$ cat src/udp_spt_pkg.sv
// shared types and constants for the udp socket port table
// used by the table cells, the controller and the top level; no dependencies
package udp_spt_pkg;

  localparam int TableEntries = 16;
  localparam int IdxMaxW      = 8;
  localparam int CfgIdxW      = 1;
  localparam int CfgDataW     = 16;

  localparam logic [15:0] EphMinReset = 16'd49152;
  localparam logic [15:0] EphMaxReset = 16'd65535;

  typedef enum logic [1:0] {
    OP_ALLOC   = 2'd0,
    OP_BIND    = 2'd1,
    OP_DELIVER = 2'd2,
    OP_SELECT  = 2'd3
  } op_e;

  typedef enum logic [2:0] {
    ST_OK         = 3'd0,
    ST_BAD_SOCKET = 3'd1,
    ST_TABLE_FULL = 3'd2,
    ST_DUPLICATE  = 3'd3,
    ST_NO_MATCH   = 3'd4,
    ST_NO_PORT    = 3'd5
  } status_e;

  typedef enum logic [1:0] {
    PASS_ALLOC  = 2'd0,
    PASS_LOOKUP = 2'd1,
    PASS_BIND   = 2'd2,
    PASS_SEARCH = 2'd3
  } pass_e;

  typedef enum logic [1:0] {
    CTL_IDLE = 2'd0,
    CTL_RUN  = 2'd1,
    CTL_HOLD = 2'd2
  } ctl_state_e;

  typedef enum logic [CfgIdxW-1:0] {
    CFG_EPH_MIN = 1'b0,
    CFG_EPH_MAX = 1'b1
  } cfg_idx_e;

  // token that walks the cell chain, one cell per cycle
  typedef struct packed {
    logic               valid;
    pass_e              kind;
    logic [3:0]         sock;
    logic [3:0]         ifc;
    logic [15:0]        port;
    logic [16:0]        cand;
    logic               found;
    logic               moved;
    logic [IdxMaxW-1:0] idx;
    logic               tgt_used;
    logic [3:0]         tgt_ifc;
    logic [15:0]        tgt_port;
  } tok_t;

  // entry update broadcast to all cells
  typedef struct packed {
    logic        bind_we;
    logic        port_we;
    logic [3:0]  sock;
    logic [3:0]  ifc;
    logic [15:0] port;
  } wr_t;

  typedef struct packed {
    status_e     status;
    logic [3:0]  sock;
    logic [15:0] port;
  } res_t;

endpackage

$ cat src/udp_spt_cell.sv
// one socket entry of the port table and one stage of the token chain
// depends on udp_spt_pkg
module udp_spt_cell #(
  parameter int Idx = 0
) (
  input  logic              clk_i,
  input  logic              rst_ni,
  input  udp_spt_pkg::tok_t tok_i,
  input  udp_spt_pkg::wr_t  wr_i,
  output udp_spt_pkg::tok_t tok_o
);

  logic              used_q, used_d;
  logic [3:0]        ifc_q, ifc_d;
  logic [15:0]       port_q, port_d;
  udp_spt_pkg::tok_t tok_q, tok_d;

  logic tok_target;
  logic wr_target;
  logic compat;
  logic claim;

  assign tok_target = 32'(tok_i.sock) == 32'(Idx);
  assign wr_target  = 32'(wr_i.sock) == 32'(Idx);
  assign compat     = (ifc_q == 4'd0) || (ifc_q == tok_i.ifc);

  always_comb begin
    tok_d = tok_i;
    claim = 1'b0;
    if (tok_i.valid) begin
      if (tok_target) begin
        tok_d.tgt_used = used_q;
        tok_d.tgt_ifc  = ifc_q;
        tok_d.tgt_port = port_q;
      end
      unique case (tok_i.kind)
        udp_spt_pkg::PASS_ALLOC: begin
          if (!tok_i.found && !used_q) begin
            tok_d.found = 1'b1;
            tok_d.idx   = udp_spt_pkg::IdxMaxW'(Idx);
            claim       = 1'b1;
          end
        end
        udp_spt_pkg::PASS_LOOKUP: begin
          if (!tok_i.found && used_q && port_q == tok_i.port && compat) begin
            tok_d.found = 1'b1;
            tok_d.idx   = udp_spt_pkg::IdxMaxW'(Idx);
          end
        end
        udp_spt_pkg::PASS_BIND: begin
          if (used_q && ifc_q == tok_i.ifc && port_q == tok_i.port) begin
            tok_d.found = 1'b1;
          end
        end
        udp_spt_pkg::PASS_SEARCH: begin
          if (used_q && {1'b0, port_q} == tok_i.cand && compat) begin
            tok_d.cand  = tok_i.cand + 17'd1;
            tok_d.moved = 1'b1;
          end
        end
        default: ;
      endcase
    end
  end

  always_comb begin
    used_d = used_q | claim;
    ifc_d  = ifc_q;
    port_d = port_q;
    if (wr_i.bind_we && wr_target) begin
      ifc_d  = wr_i.ifc;
      port_d = wr_i.port;
    end else if (wr_i.port_we && wr_target) begin
      port_d = wr_i.port;
    end
  end

  always_ff @(posedge clk_i or negedge rst_ni) begin
    if (!rst_ni) begin
      used_q <= 1'b0;
      ifc_q  <= '0;
      port_q <= '0;
      tok_q  <= '0;
    end else begin
      used_q <= used_d;
      ifc_q  <= ifc_d;
      port_q <= port_d;
      tok_q  <= tok_d;
    end
  end

  assign tok_o = tok_q;

endmodule

$ cat src/udp_spt_ctrl.sv
// sequencer of the port table: accepts operations, launches token passes,
// decides results, issues entry updates; holds the output register
// depends on udp_spt_pkg
module udp_spt_ctrl (
  input  logic                                  clk_i,
  input  logic                                  rst_ni,
  input  logic                                  in_valid_i,
  output logic                                  in_stall_o,
  input  logic [1:0]                            operation_i,
  input  logic [3:0]                            socket_index_i,
  input  logic [3:0]                            interface_id_i,
  input  logic [15:0]                           port_i,
  input  logic                                  cfg_we_i,
  input  logic [udp_spt_pkg::CfgIdxW-1:0]       cfg_index_i,
  input  logic [udp_spt_pkg::CfgDataW-1:0]      cfg_data_i,
  input  udp_spt_pkg::tok_t                     tail_i,
  output udp_spt_pkg::tok_t                     launch_o,
  output udp_spt_pkg::wr_t                      wr_o,
  output logic                                  out_valid_o,
  input  logic                                  out_stall_i,
  output logic [2:0]                            status_o,
  output logic [3:0]                            socket_out_o,
  output logic [15:0]                           port_out_o
);

  udp_spt_pkg::ctl_state_e state_q, state_d;
  udp_spt_pkg::op_e        op_q, op_d;
  logic [3:0]              sock_q, sock_d;
  logic [3:0]              ifc_q, ifc_d;
  logic [15:0]             port_q, port_d;
  logic [15:0]             eph_min_q, eph_min_d;
  logic [15:0]             eph_max_q, eph_max_d;
  udp_spt_pkg::tok_t       launch_q, launch_d;
  udp_spt_pkg::wr_t        wr_q, wr_d;
  udp_spt_pkg::res_t       res_q, res_d;
  logic                    out_valid_q, out_valid_d;
  udp_spt_pkg::res_t       out_q, out_d;

  logic              accept;
  logic              out_free;
  logic              fin;
  logic              relaunch;
  logic [16:0]       re_cand;
  logic [3:0]        re_ifc;
  logic [3:0]        use_if;
  logic [16:0]       start;
  logic [16:0]       max_ext;
  udp_spt_pkg::res_t fin_res;
  udp_spt_pkg::wr_t  fin_wr;

  assign accept   = in_valid_i && (state_q == udp_spt_pkg::CTL_IDLE);
  assign out_free = !out_valid_q || !out_stall_i;
  assign use_if   = (tail_i.tgt_ifc != 4'd0) ? tail_i.tgt_ifc : ifc_q;
  assign start    = (eph_min_q == 16'd0) ? 17'd1 : {1'b0, eph_min_q};
  assign max_ext  = {1'b0, eph_max_q};

  // end of a pass
  always_comb begin
    fin      = 1'b0;
    relaunch = 1'b0;
    re_cand  = '0;
    re_ifc   = '0;
    fin_res  = '{status: udp_spt_pkg::ST_OK, sock: 4'd0, port: 16'd0};
    fin_wr   = '0;
    if (state_q == udp_spt_pkg::CTL_RUN && tail_i.valid) begin
      unique case (tail_i.kind)
        udp_spt_pkg::PASS_ALLOC: begin
          fin = 1'b1;
          if (tail_i.found) begin
            fin_res.sock = tail_i.idx[3:0];
          end else begin
            fin_res.status = udp_spt_pkg::ST_TABLE_FULL;
          end
        end
        udp_spt_pkg::PASS_LOOKUP: begin
          fin = 1'b1;
          if (tail_i.found) begin
            fin_res.sock = tail_i.idx[3:0];
          end else begin
            fin_res.status = udp_spt_pkg::ST_NO_MATCH;
          end
        end
        udp_spt_pkg::PASS_BIND: begin
          if (!tail_i.tgt_used) begin
            fin            = 1'b1;
            fin_res.status = udp_spt_pkg::ST_BAD_SOCKET;
          end else if (op_q == udp_spt_pkg::OP_BIND) begin
            fin = 1'b1;
            if (tail_i.found) begin
              fin_res.status = udp_spt_pkg::ST_DUPLICATE;
            end else begin
              fin_res.sock   = sock_q;
              fin_wr.bind_we = 1'b1;
              fin_wr.sock    = sock_q;
              fin_wr.ifc     = ifc_q;
              fin_wr.port    = port_q;
            end
          end else if (use_if == 4'd0) begin
            fin            = 1'b1;
            fin_res.status = udp_spt_pkg::ST_NO_PORT;
          end else if (tail_i.tgt_port != 16'd0) begin
            fin          = 1'b1;
            fin_res.sock = sock_q;
            fin_res.port = tail_i.tgt_port;
          end else if (start > max_ext) begin
            fin            = 1'b1;
            fin_res.status = udp_spt_pkg::ST_NO_PORT;
          end else begin
            relaunch = 1'b1;
            re_cand  = start;
            re_ifc   = use_if;
          end
        end
        udp_spt_pkg::PASS_SEARCH: begin
          if (tail_i.cand > max_ext) begin
            fin            = 1'b1;
            fin_res.status = udp_spt_pkg::ST_NO_PORT;
          end else if (tail_i.moved) begin
            relaunch = 1'b1;
            re_cand  = tail_i.cand;
            re_ifc   = tail_i.ifc;
          end else begin
            fin            = 1'b1;
            fin_res.sock   = sock_q;
            fin_res.port   = tail_i.cand[15:0];
            fin_wr.port_we = 1'b1;
            fin_wr.sock    = sock_q;
            fin_wr.port    = tail_i.cand[15:0];
          end
        end
        default: ;
      endcase
    end
  end

  // next state
  always_comb begin
    state_d = state_q;
    unique case (state_q)
      udp_spt_pkg::CTL_IDLE: if (accept) state_d = udp_spt_pkg::CTL_RUN;
      udp_spt_pkg::CTL_RUN:  if (fin) state_d = udp_spt_pkg::CTL_HOLD;
      udp_spt_pkg::CTL_HOLD: if (out_free) state_d = udp_spt_pkg::CTL_IDLE;
      default:               state_d = udp_spt_pkg::CTL_IDLE;
    endcase
  end

  // datapath and outputs
  always_comb begin
    op_d        = op_q;
    sock_d      = sock_q;
    ifc_d       = ifc_q;
    port_d      = port_q;
    eph_min_d   = eph_min_q;
    eph_max_d   = eph_max_q;
    launch_d    = '0;
    wr_d        = fin_wr;
    res_d       = res_q;
    out_valid_d = out_valid_q && out_stall_i;
    out_d       = out_q;

    if (cfg_we_i) begin
      unique case (udp_spt_pkg::cfg_idx_e'(cfg_index_i))
        udp_spt_pkg::CFG_EPH_MIN: eph_min_d = cfg_data_i;
        udp_spt_pkg::CFG_EPH_MAX: eph_max_d = cfg_data_i;
        default: ;
      endcase
    end

    if (accept) begin
      op_d           = udp_spt_pkg::op_e'(operation_i);
      sock_d         = socket_index_i;
      ifc_d          = interface_id_i;
      port_d         = port_i;
      launch_d.valid = 1'b1;
      launch_d.sock  = socket_index_i;
      launch_d.ifc   = interface_id_i;
      launch_d.port  = port_i;
      unique case (udp_spt_pkg::op_e'(operation_i))
        udp_spt_pkg::OP_ALLOC:   launch_d.kind = udp_spt_pkg::PASS_ALLOC;
        udp_spt_pkg::OP_DELIVER: launch_d.kind = udp_spt_pkg::PASS_LOOKUP;
        udp_spt_pkg::OP_BIND:    launch_d.kind = udp_spt_pkg::PASS_BIND;
        udp_spt_pkg::OP_SELECT:  launch_d.kind = udp_spt_pkg::PASS_BIND;
        default:                 launch_d.kind = udp_spt_pkg::PASS_BIND;
      endcase
    end else if (relaunch) begin
      launch_d.valid = 1'b1;
      launch_d.kind  = udp_spt_pkg::PASS_SEARCH;
      launch_d.sock  = sock_q;
      launch_d.ifc   = re_ifc;
      launch_d.port  = port_q;
      launch_d.cand  = re_cand;
    end

    if (fin) begin
      res_d = fin_res;
    end

    if (state_q == udp_spt_pkg::CTL_HOLD && out_free) begin
      out_valid_d = 1'b1;
      out_d       = res_q;
    end
  end

  always_ff @(posedge clk_i or negedge rst_ni) begin
    if (!rst_ni) begin
      state_q     <= udp_spt_pkg::CTL_IDLE;
      eph_min_q   <= udp_spt_pkg::EphMinReset;
      eph_max_q   <= udp_spt_pkg::EphMaxReset;
      launch_q    <= '0;
      wr_q        <= '0;
      out_valid_q <= 1'b0;
    end else begin
      state_q     <= state_d;
      eph_min_q   <= eph_min_d;
      eph_max_q   <= eph_max_d;
      launch_q    <= launch_d;
      wr_q        <= wr_d;
      out_valid_q <= out_valid_d;
    end
  end

  always_ff @(posedge clk_i) begin
    op_q   <= op_d;
    sock_q <= sock_d;
    ifc_q  <= ifc_d;
    port_q <= port_d;
    res_q  <= res_d;
    out_q  <= out_d;
  end

  assign in_stall_o   = state_q != udp_spt_pkg::CTL_IDLE;
  assign launch_o     = launch_q;
  assign wr_o         = wr_q;
  assign out_valid_o  = out_valid_q;
  assign status_o     = out_q.status;
  assign socket_out_o = out_q.sock;
  assign port_out_o   = out_q.port;

endmodule

$ cat src/udp_socket_port_table.sv
// udp socket port table: one operation at a time (allocate, bind, deliver lookup,
// source port select) over a chain of TableEntries entry cells. Every operation
// sends a token down the chain one cell per cycle; allocate, bind and deliver
// take one pass. Source select takes one pass to read the socket and, for an
// unbound socket, one more pass per port collision run, at most TableEntries + 1
// search passes. The table is cleared at reset and needs no clearing time; the
// next operation is taken while a result still waits in the output register.
// Configuration must be written only while idle; the block itself does not
// enforce this.
module udp_socket_port_table #(
  parameter int TableEntries = udp_spt_pkg::TableEntries
) (
  input  logic                             clk_i,
  input  logic                             rst_ni,
  input  logic                             in_valid_i,
  output logic                             in_stall_o,
  input  logic [1:0]                       operation_i,
  input  logic [3:0]                       socket_index_i,
  input  logic [3:0]                       interface_id_i,
  input  logic [15:0]                      port_i,
  output logic                             out_valid_o,
  input  logic                             out_stall_i,
  output logic [2:0]                       status_o,
  output logic [3:0]                       socket_out_o,
  output logic [15:0]                      port_out_o,
  input  logic                             cfg_we_i,
  input  logic [udp_spt_pkg::CfgIdxW-1:0]  cfg_index_i,
  input  logic [udp_spt_pkg::CfgDataW-1:0] cfg_data_i
);

  udp_spt_pkg::tok_t       chain [TableEntries+1];
  udp_spt_pkg::wr_t        wr;
  logic [TableEntries:0]   tok_valid;

  udp_spt_ctrl u_ctrl (
    .clk_i          (clk_i),
    .rst_ni         (rst_ni),
    .in_valid_i     (in_valid_i),
    .in_stall_o     (in_stall_o),
    .operation_i    (operation_i),
    .socket_index_i (socket_index_i),
    .interface_id_i (interface_id_i),
    .port_i         (port_i),
    .cfg_we_i       (cfg_we_i),
    .cfg_index_i    (cfg_index_i),
    .cfg_data_i     (cfg_data_i),
    .tail_i         (chain[TableEntries]),
    .launch_o       (chain[0]),
    .wr_o           (wr),
    .out_valid_o    (out_valid_o),
    .out_stall_i    (out_stall_i),
    .status_o       (status_o),
    .socket_out_o   (socket_out_o),
    .port_out_o     (port_out_o)
  );

  for (genvar i = 0; i < TableEntries; i++) begin : g_cell
    udp_spt_cell #(
      .Idx (i)
    ) u_cell (
      .clk_i  (clk_i),
      .rst_ni (rst_ni),
      .tok_i  (chain[i]),
      .wr_i   (wr),
      .tok_o  (chain[i+1])
    );
  end

  for (genvar i = 0; i <= TableEntries; i++) begin : g_valid
    assign tok_valid[i] = chain[i].valid;
  end

`ifndef ASSERT_OFF
  a_single_token: assert property (@(posedge clk_i) disable iff (!rst_ni)
    $onehot0(tok_valid))
    else $error("more than one token in the chain");

  a_busy_after_accept: assert property (@(posedge clk_i) disable iff (!rst_ni)
    in_valid_i && !in_stall_o |=> in_stall_o)
    else $error("input taken again while an operation is running");

  a_clean_error: assert property (@(posedge clk_i) disable iff (!rst_ni)
    out_valid_o && status_o != udp_spt_pkg::ST_OK |-> socket_out_o == 4'd0 &&
      port_out_o == 16'd0)
    else $error("error result carries socket or port");

  a_no_token_idle: assert property (@(posedge clk_i) disable iff (!rst_ni)
    !in_stall_o |-> tok_valid == '0)
    else $error("token in flight while idle");
`endif

endmodule
$ cat config.mk
export PLATFORM = sky130hd
export DESIGN_NAME = udp_socket_port_table
export DESIGN_NICKNAME = d
export VERILOG_FILES = /design/src/udp_spt_pkg.sv /design/src/udp_spt_cell.sv /design/src/udp_spt_ctrl.sv /design/src/udp_socket_port_table.sv
export SDC_FILE = /design/constraint.sdc
export NUM_CORES = 2
export LEC_CHECK = 0
export BUFFER_PORTS_ARGS = -buffer_cell sky130_fd_sc_hd__buf_2
export CAP_MARGIN = 20
export CORE_ASPECT_RATIO = 0.9
export CORE_MARGIN = 1
export CORE_UTILIZATION = 65
export CTS_BUF_LIST = sky130_fd_sc_hd__clkbuf_4
export CTS_CLUSTER_DIAMETER = 50
export DETAILED_ROUTE_END_ITERATION = 8
export PLACE_DENSITY = 0.9
export SLEW_MARGIN = 20
export SYNTH_ARGS = -nofsm -noshare
export SYNTH_HDL_FRONTEND = slang
export SYNTH_SLANG_ARGS = --single-unit
$ cat constraint.sdc
create_clock -name clk_i -period 4.45 [get_ports clk_i]
set_clock_uncertainty 0.2 [all_clocks]
set_input_delay 0.2225 -clock clk_i [delete_from_list [all_inputs] [get_ports clk_i]]
set_output_delay 0.2225 -clock clk_i [all_outputs]
set_load 0.01 [all_outputs]
### After elaboration in Yosys (flattened, before gate mapping)

Index checks and enable logic that the tools add are counted.

* register bits: 1689
* input bits: 48
* word-level logic and storage cells: 1076

* add/subtract/negate cells: 16
* magnitude comparators: 2
* equal/unequal tests: 138
* muxes and demuxes: 366
* bitwise gates (word level): 17
* reduce and logical (&&, ||, !) cells: 274

Operators with widths (count)
* 2-to-1 mux 48 bit: 16
* 2-to-1 mux 17 bit: 41
* 2-to-1 mux 16 bit: 36
* 2-to-1 mux 21 bit: 16
* adder 17 x 1 -> 17 bit (second input constant): 16
* equality test 16 x 17 -> 1 bit: 16
* equality test 16 bit: 16
* 2-to-1 mux 8 bit: 30
* case mux 8 bit (2 select lines): 15
* logical AND 1 bit: 162
* 2-to-1 mux 1 bit: 149
* 2-to-1 mux 20 bit: 5
* logical NOT 4 bit: 19
* equality test 2 bit (second input constant): 37
* 2-to-1 mux 24 bit: 3
* equality test 4 bit: 16
* equality test 4 bit (second input constant): 16
* case mux 16 bit (2 select lines): 2
* case mux 1 bit (3 select lines): 17
* 2-to-1 mux 4 bit: 12
* 2-to-1 mux 44 bit: 1
* equality test 2 x 1 -> 1 bit (second input constant): 20
* logical NOT 2 bit: 19
* greater-than comparator 17 x 16 -> 1 bit: 2
* 26 further kinds: 131

### Logic depth before layout (Yosys ltp)

* depth in word-level cells: 12
* depth in mapped cells: 11

### Modules after synthesis

From an unflattened synthesis, not the netlist that was laid out.

* cell total of the unflattened synthesis: 5024
* area total of the unflattened synthesis: 70314.9 µm²

Modules (own cells, without submodules)
* udp_spt_cell (g_cell[5].u_cell ...): instances 3, cells each 272, area an instance 3927.5 µm², seq. area each 2402.3 µm²
* udp_spt_cell (g_cell[11].u_cell ...): instances 3, cells each 275, area an instance 3900.0 µm², seq. area each 2402.3 µm²
* udp_spt_cell (g_cell[1].u_cell ...): instances 2, cells each 286, area an instance 3932.5 µm², seq. area each 2402.3 µm²
* udp_spt_ctrl: instances 1, cells each 599, area an instance 7803.7 µm², seq. area each 4812.1 µm²
* udp_spt_cell (g_cell[4].u_cell ...): instances 2, cells each 272, area an instance 3852.4 µm², seq. area each 2402.3 µm²
* udp_spt_cell (g_cell[15].u_cell): instances 1, cells each 298, area an instance 3981.3 µm², seq. area each 2402.3 µm²
* udp_spt_cell (g_cell[3].u_cell): instances 1, cells each 273, area an instance 3925.0 µm², seq. area each 2402.3 µm²
* udp_spt_cell (g_cell[7].u_cell): instances 1, cells each 286, area an instance 3902.5 µm², seq. area each 2402.3 µm²
* udp_spt_cell (g_cell[0].u_cell): instances 1, cells each 266, area an instance 3883.7 µm², seq. area each 2402.3 µm²
* udp_spt_cell (g_cell[10].u_cell): instances 1, cells each 272, area an instance 3883.7 µm², seq. area each 2402.3 µm²
* udp_spt_cell (g_cell[12].u_cell): instances 1, cells each 273, area an instance 3882.5 µm², seq. area each 2402.3 µm²

### Worst setup path after synthesis

OpenSTA, ideal clock, no wires.

* path kind: register -> register
* start: register u_ctrl.eph_max_q[4]
* end: register u_ctrl.res_q[0] (netlist bit) (enable)
* setup time: 0.403 ns
* arrival time: 2.927 ns
* data required time: 3.847 ns
* slack: 0.920 ns
* cell stages (with the launch flop): 10
* cell sequence: dfstp_2 inv_1 ha_1 nand3_1 o21bai_1 a311o_1 a31oi_4 or3b_4 nand2_1 nor2_1

* cells in the longest elaborated chain, start to end: 8

RTL lines
* start: declaration: RTL line udp_spt_ctrl.sv:32 `logic [15:0] eph_max_q, eph_max_d;`
* start signal: assignment: RTL line udp_spt_ctrl.sv:208 `eph_max_q <= udp_spt_pkg::EphMaxReset;`
* start signal: assignment: RTL line udp_spt_ctrl.sv:215 `eph_max_q <= eph_max_d;`
* greater-than comparator 17 x 16 -> 1 bit: RTL line udp_spt_ctrl.sv:105 `end else if (start > max_ext) begin`
* 2-to-1 mux 1 bit: RTL line udp_spt_ctrl.sv:105
* 2-to-1 mux 1 bit: RTL line udp_spt_ctrl.sv:101 `end else if (tail_i.tgt_port != 16'd0) begin`
* 2-to-1 mux 1 bit: RTL line udp_spt_ctrl.sv:98 `end else if (use_if == 4'd0) begin`
* 2-to-1 mux 1 bit: RTL line udp_spt_ctrl.sv:87 `end else if (op_q == udp_spt_pkg::OP_BIND) begin`
* 2-to-1 mux 1 bit: RTL line udp_spt_ctrl.sv:84 `if (!tail_i.tgt_used) begin`
* case mux 1 bit (3 select lines) (*): RTL line udp_spt_ctrl.sv:66 `unique case (tail_i.kind)`
* 2-to-1 mux 1 bit (*): RTL line udp_spt_ctrl.sv:65 `if (state_q == udp_spt_pkg::CTL_RUN && tail_i.valid) begin`
* named net u_ctrl.fin: RTL line udp_spt_ctrl.sv:41 `logic fin;`
* end signal: assignment: RTL line udp_spt_ctrl.sv:227 `res_q <= res_d;`
* end: declaration: RTL line udp_spt_ctrl.sv:35 `udp_spt_pkg::res_t res_q, res_d;`

The timed path passes the listed nets; every way through them passes the cells marked *.
A chain may end at the register's enable or synchronous reset.

### Worst setup path in the final report

* start: register u_ctrl.eph_max_q[15]
* end: register u_ctrl.res_q[22] (netlist bit) (enable)

The elaborated chain is that of the path after synthesis.

==> flow_summary.json <==
{
  "outcome": "finished clean",
  "grt_setup_unrepaired": "no",
  "ys_dominant_reg_cell": "dfrtp_1",
  "grt_antenna_before_repair": 11,
  "ctsLongestPathBuffers": 4,
  "cts_clock_pin_slew_for_the_worst_setup_and_hold_paths_ps": 80,
  "initialDrtViolationCount": 4705,
  "detail-route-antenna-nets": 0,
  "pin_count": 73,
  "synthesis.area_per_instance_sq_um": 13.77,
  "maximum_number_of_pins_on_one_net_before_global_route_repair": 124,
  "finalNonFillerCells": 6891,
  "ctsHtreeMaxLevel": 5,
  "critical_path_peak_fanout": 15,
  "critical_path_cell_by_cell": "inv_1 -> ha_1 -> nand3_1 -> or3_1 -> a21oi_1 -> a21oi_1 -> o21ai_2 -> nand2_1 -> nor2_1 -> buf_4",
  "io_buffer_count": 72,
  "ys_seq_elements": 1614,
  "synthesis.area_sq_mm": 0.06572,
  "max-vdd-ir-drop_mv": 0.3194,
  "synth_top_area_frac": 0.5803,
  "worstHoldPathCells": 3,
  "timing.hold.worst.class": "input port to register",
  "routed_via_density": 6.124,
  "timing.critical_path.mode_cell": "a21oi_1",
  "hold_start": "port_i[14]",
  "row_count": 110,
  "rr_endpoint": "u_ctrl.res_q[22]$_SDFFCE_PN0P_",
  "reg2reg_depth": 10,
  "timing.hold.worst_endpoint": "u_ctrl.port_q[14]$_DFFE_PP_",
  "floorplan.core_area_sq_mm": 0.1001,
  "tns_ps": 0,
  "synth.yosys.warnings": 0,
  "post_synth_main_area_contributors": "dfrtp_1 (58%), mux2_2 (12%), xor2_1 (6.7%), xnor2_1 (4.2%), edfxtp_1 (3.3%)",
  "critical_path.max_stage_delay_ps": 630,
  "worst_skew_pair.late_latency_ps": 1330,
  "timing_max_transition_violations_final": 0,
  "post-cts-setup-buffer-count": 0,
  "timing.max_cap.violations": 0,
  "cellLeakagePower_nw": 38.49,
  "cpMaxStageDelayCell": "nor2_1",
  "worst_slew_pin_slew_ps": 1253,
  "worstPathArrival_ps": 4700,
  "fp.dieW_um": 337.2,
  "post_synth_edffs": 72,
  "tritoncts_clock_tree": "built",
  "drc_errors": 0,
  "via_count_of_the_first_global_routing_pass": 44490,
  "cts.sink_count": 1614,
  "launching_element_type_of_the_critical_path": "register",
  "final_setup_violation_count": 0,
  "floorplan.die_area_sq_mm": 0.1024,
  "drt-wirelength-per-cell_um": 26.24,
  "drive_gt1_frac": 0.2792,
  "floorplan.initialDensity": 0.6568,
  "fin_crit_sh": 0.8753,
  "grt_util_all_layers": 0.3616,
  "async_reset_ff_frac": 0.9554,
  "synth_fp_nets": 4944,
  "slew-limit-headroom": 0.1578,
  "clockRootBuffer": "clkbuf_4",
  "num_vias": 42200,
  "endpoint_kind": "register",
  "max_clock_freq_mhz": 256.7,
  "detailed_place_hpwl_um": 125100,
  "path_class": "register to register",
  "reg2reg_slack_ps": 560,
  "routabilityCongestion": 0.9650,
  "synth.lib_cells_used.distinct": 75,
  "floorplan.die.height_um": 303.7,
  "placed_cells_incl_taps": 6125,
  "grt.overflow.total": 0,
  "final.min_clock_period_ps": 3895,
  "layout-area-overhead-vs-synth_pct": 12.23,
  "critical_path_required_ps": 5250,
  "total_power_mw": 31.24,
  "1st_pass_router_iterations": 9,
  "sequential_element_share_of_the_synthesized_area": 0.6204,
  "finalWirelength_um": 180800,
  "number_of_buffers_inserted_during_clock_tree_synthesis": 391,
  "synth_largest_area_cell": "dfrtp_1",
  "synthesis.instances": 4773,
  "finish.net_count": 5451,
  "wire_length_of_the_first_global_routing_pass_um": 272600,
  "powerDensity_mw_per_mm2": 423.5,
  "worst_r2r_startpoint": "u_ctrl.eph_max_q[15]$_DFFE_PN1P_",
  "finalHoldViolCount": 0
}
## cells in the mapped netlist (15+ instances only)
cell type	number
nor2_1	139
and2_1	56
inv_1	103
dfstp_2	18
nand4_1	117
nand3_1	119
or2_2	36
a22oi_1	15
clkbuf_1	93
nor2b_1	25
dfrtp_1	1524
xor2_1	505
and3_1	70
o21ai_0	48
a22o_2	17
ha_1	123
nor4_1	126
edfxtp_1	72
nand2_1	200
xnor2_1	312
mux2_2	681
and4_1	18
buf_1	21
a31o_2	21
a21oi_1	70
nor3_1	34
nand2b_1	31
## kinds of logic after synthesis
| logic type | after synthesis | share of synthesized area |
|---|---|---|
| other | 1 | 0.00005706 |
| multiplexers | 682 | 0.1170 |
| adder cells (fa/ha/maj) | 123 | 0.02342 |
| AND/OR/NAND/NOR | 1042 | 0.08906 |
| AO/OA/AOI/OAI | 258 | 0.02669 |
| buffers and inverters | 236 | 0.01449 |
| XOR/XNOR | 817 | 0.1089 |
| flip-flops | 1614 | 0.6204 |
## sequential cells by signal (all words and copies together), names as in the netlist, 16 cells and up
name and cells:
u_ctrl.res_q 23, g_cell.u_cell.ifc_q 64, u_ctrl.eph_max_q 16, u_ctrl.launch_o 44
u_ctrl.port_out_o 16, u_ctrl.eph_min_q 16, g_cell.u_cell.used_q 16, u_ctrl.port_q 16
u_ctrl.wr_o 26, g_cell.u_cell.tok_o 1101, g_cell.u_cell.port_q 256
## stage by stage
step	instance area, sq um	hold WS (ps)	utilization	setup slack [ps]
3_5_place_dp	67930	150.1	0.6789	710.2
5_1_grt	73750	21.16	0.7371	416.5
2_1_floorplan	65720	-273.1	-	920.1
4_1_cts	73700	0.3816	0.7365	645.8
6_report	73760	51.40	0.7371	555.1
3_3_place_gp	67900	141.4	0.6786	811.2
## critical path, delay by kind of cell, from the launching register on
family	cells	cell delay [ps]
AO/OA/AOI/OAI	3	740
adder cells (fa/ha/maj)	1	310
buffers and inverters	2	450
flip-flops	1	530
AND/OR/NAND/NOR	4	1370
## layer usage
metal,up-vias,part of all wire,routed length (um),global-route usage
li1,17680,-,-,-
met1,21650,0.39,69820,0.4835
met2,2303,0.47,85400,0.5575
met3,569,0.099,17930,0.1017
met4,0,0.042,7658,0.1563
met5,-,0,0,0
## what timing repair did
| action | CTS | global route |
|---|---|---|
| hold endpoints to repair | 1679 | 0 |
| endpoints found under the setup margin | 0 | 0 |
| hold buffers | 105 | 0 |
| gates resized for setup | 0 | 0 |
## cell type report
type	instances	area, sq um
Tap cell	1344	1682
Sequential cell	1614	40780
Clock inverter	98	558.0
Clock buffer	552	4144
Multi-Input combinational cell	2923	24040
Inverter	103	386.6
Timing Repair Buffer	247	2147
Antenna cell	10	25.02
Fill cell	5855	26300
## how the worst max path moves through the flow
| stage | from | to | slack, ps |
|---|---|---|---|
| 2_1_floorplan | u_ctrl.eph_max_q[4]$_DFFE_PN1P_ | u_ctrl.res_q[0]$_SDFFCE_PN0P_ | 920 |
| 3_3_place_gp | u_ctrl.eph_max_q[14]$_DFFE_PN1P_ | u_ctrl.res_q[21]$_SDFFCE_PN0P_ | 810 |
| 3_5_place_dp | u_ctrl.eph_max_q[15]$_DFFE_PN1P_ | u_ctrl.res_q[0]$_SDFFCE_PN0P_ | 710 |
| 4_1_cts | u_ctrl.eph_max_q[15]$_DFFE_PN1P_ | u_ctrl.res_q[22]$_SDFFCE_PN0P_ | 650 |
| 5_1_grt | u_ctrl.eph_max_q[15]$_DFFE_PN1P_ | u_ctrl.res_q[22]$_SDFFCE_PN0P_ | 420 |
| 6_report | u_ctrl.eph_max_q[15]$_DFFE_PN1P_ | u_ctrl.res_q[22]$_SDFFCE_PN0P_ | 560 |
## cell usage in the layout (no fill, tap or decap), types with 9 or more instances in the layout
master / n
xnor2_1: 312
o21ai_0: 48
dfstp_2: 18
nor4_4: 10
nand2_1: 200
clkinv_2: 15
edfxtp_1: 72
inv_1: 103
buf_4: 55
mux2_2: 681
nand3_1: 119
a22o_1: 13
nor3_1: 34
nor2b_1: 24
clkbuf_4: 552
buf_12: 13
nand4_1: 117
a22oi_1: 15
o21ai_1: 11
a22o_2: 17
dlygate4sd3_1: 104
or2_2: 36
and4_1: 18
nor2_1: 134
nor4_1: 125
xor2_1: 505
and2_1: 56
a31o_2: 21
clkinv_1: 71
nor3b_1: 9
and3_1: 70
nand2b_1: 31
diode_2: 10
buf_2: 71
dfrtp_1: 1521
a21oi_1: 69
ha_1: 123
## power breakdown
group	total (mW)	internal, mW	switching (mW)	leakage [nW]
Sequential	16.9	15.8	1.06	21.8
Clock	11.9	6.03	5.86	2.82
Combinational	2.48	0.979	1.50	13.9
No activity file was read; power rests on OpenSTA's default activity.
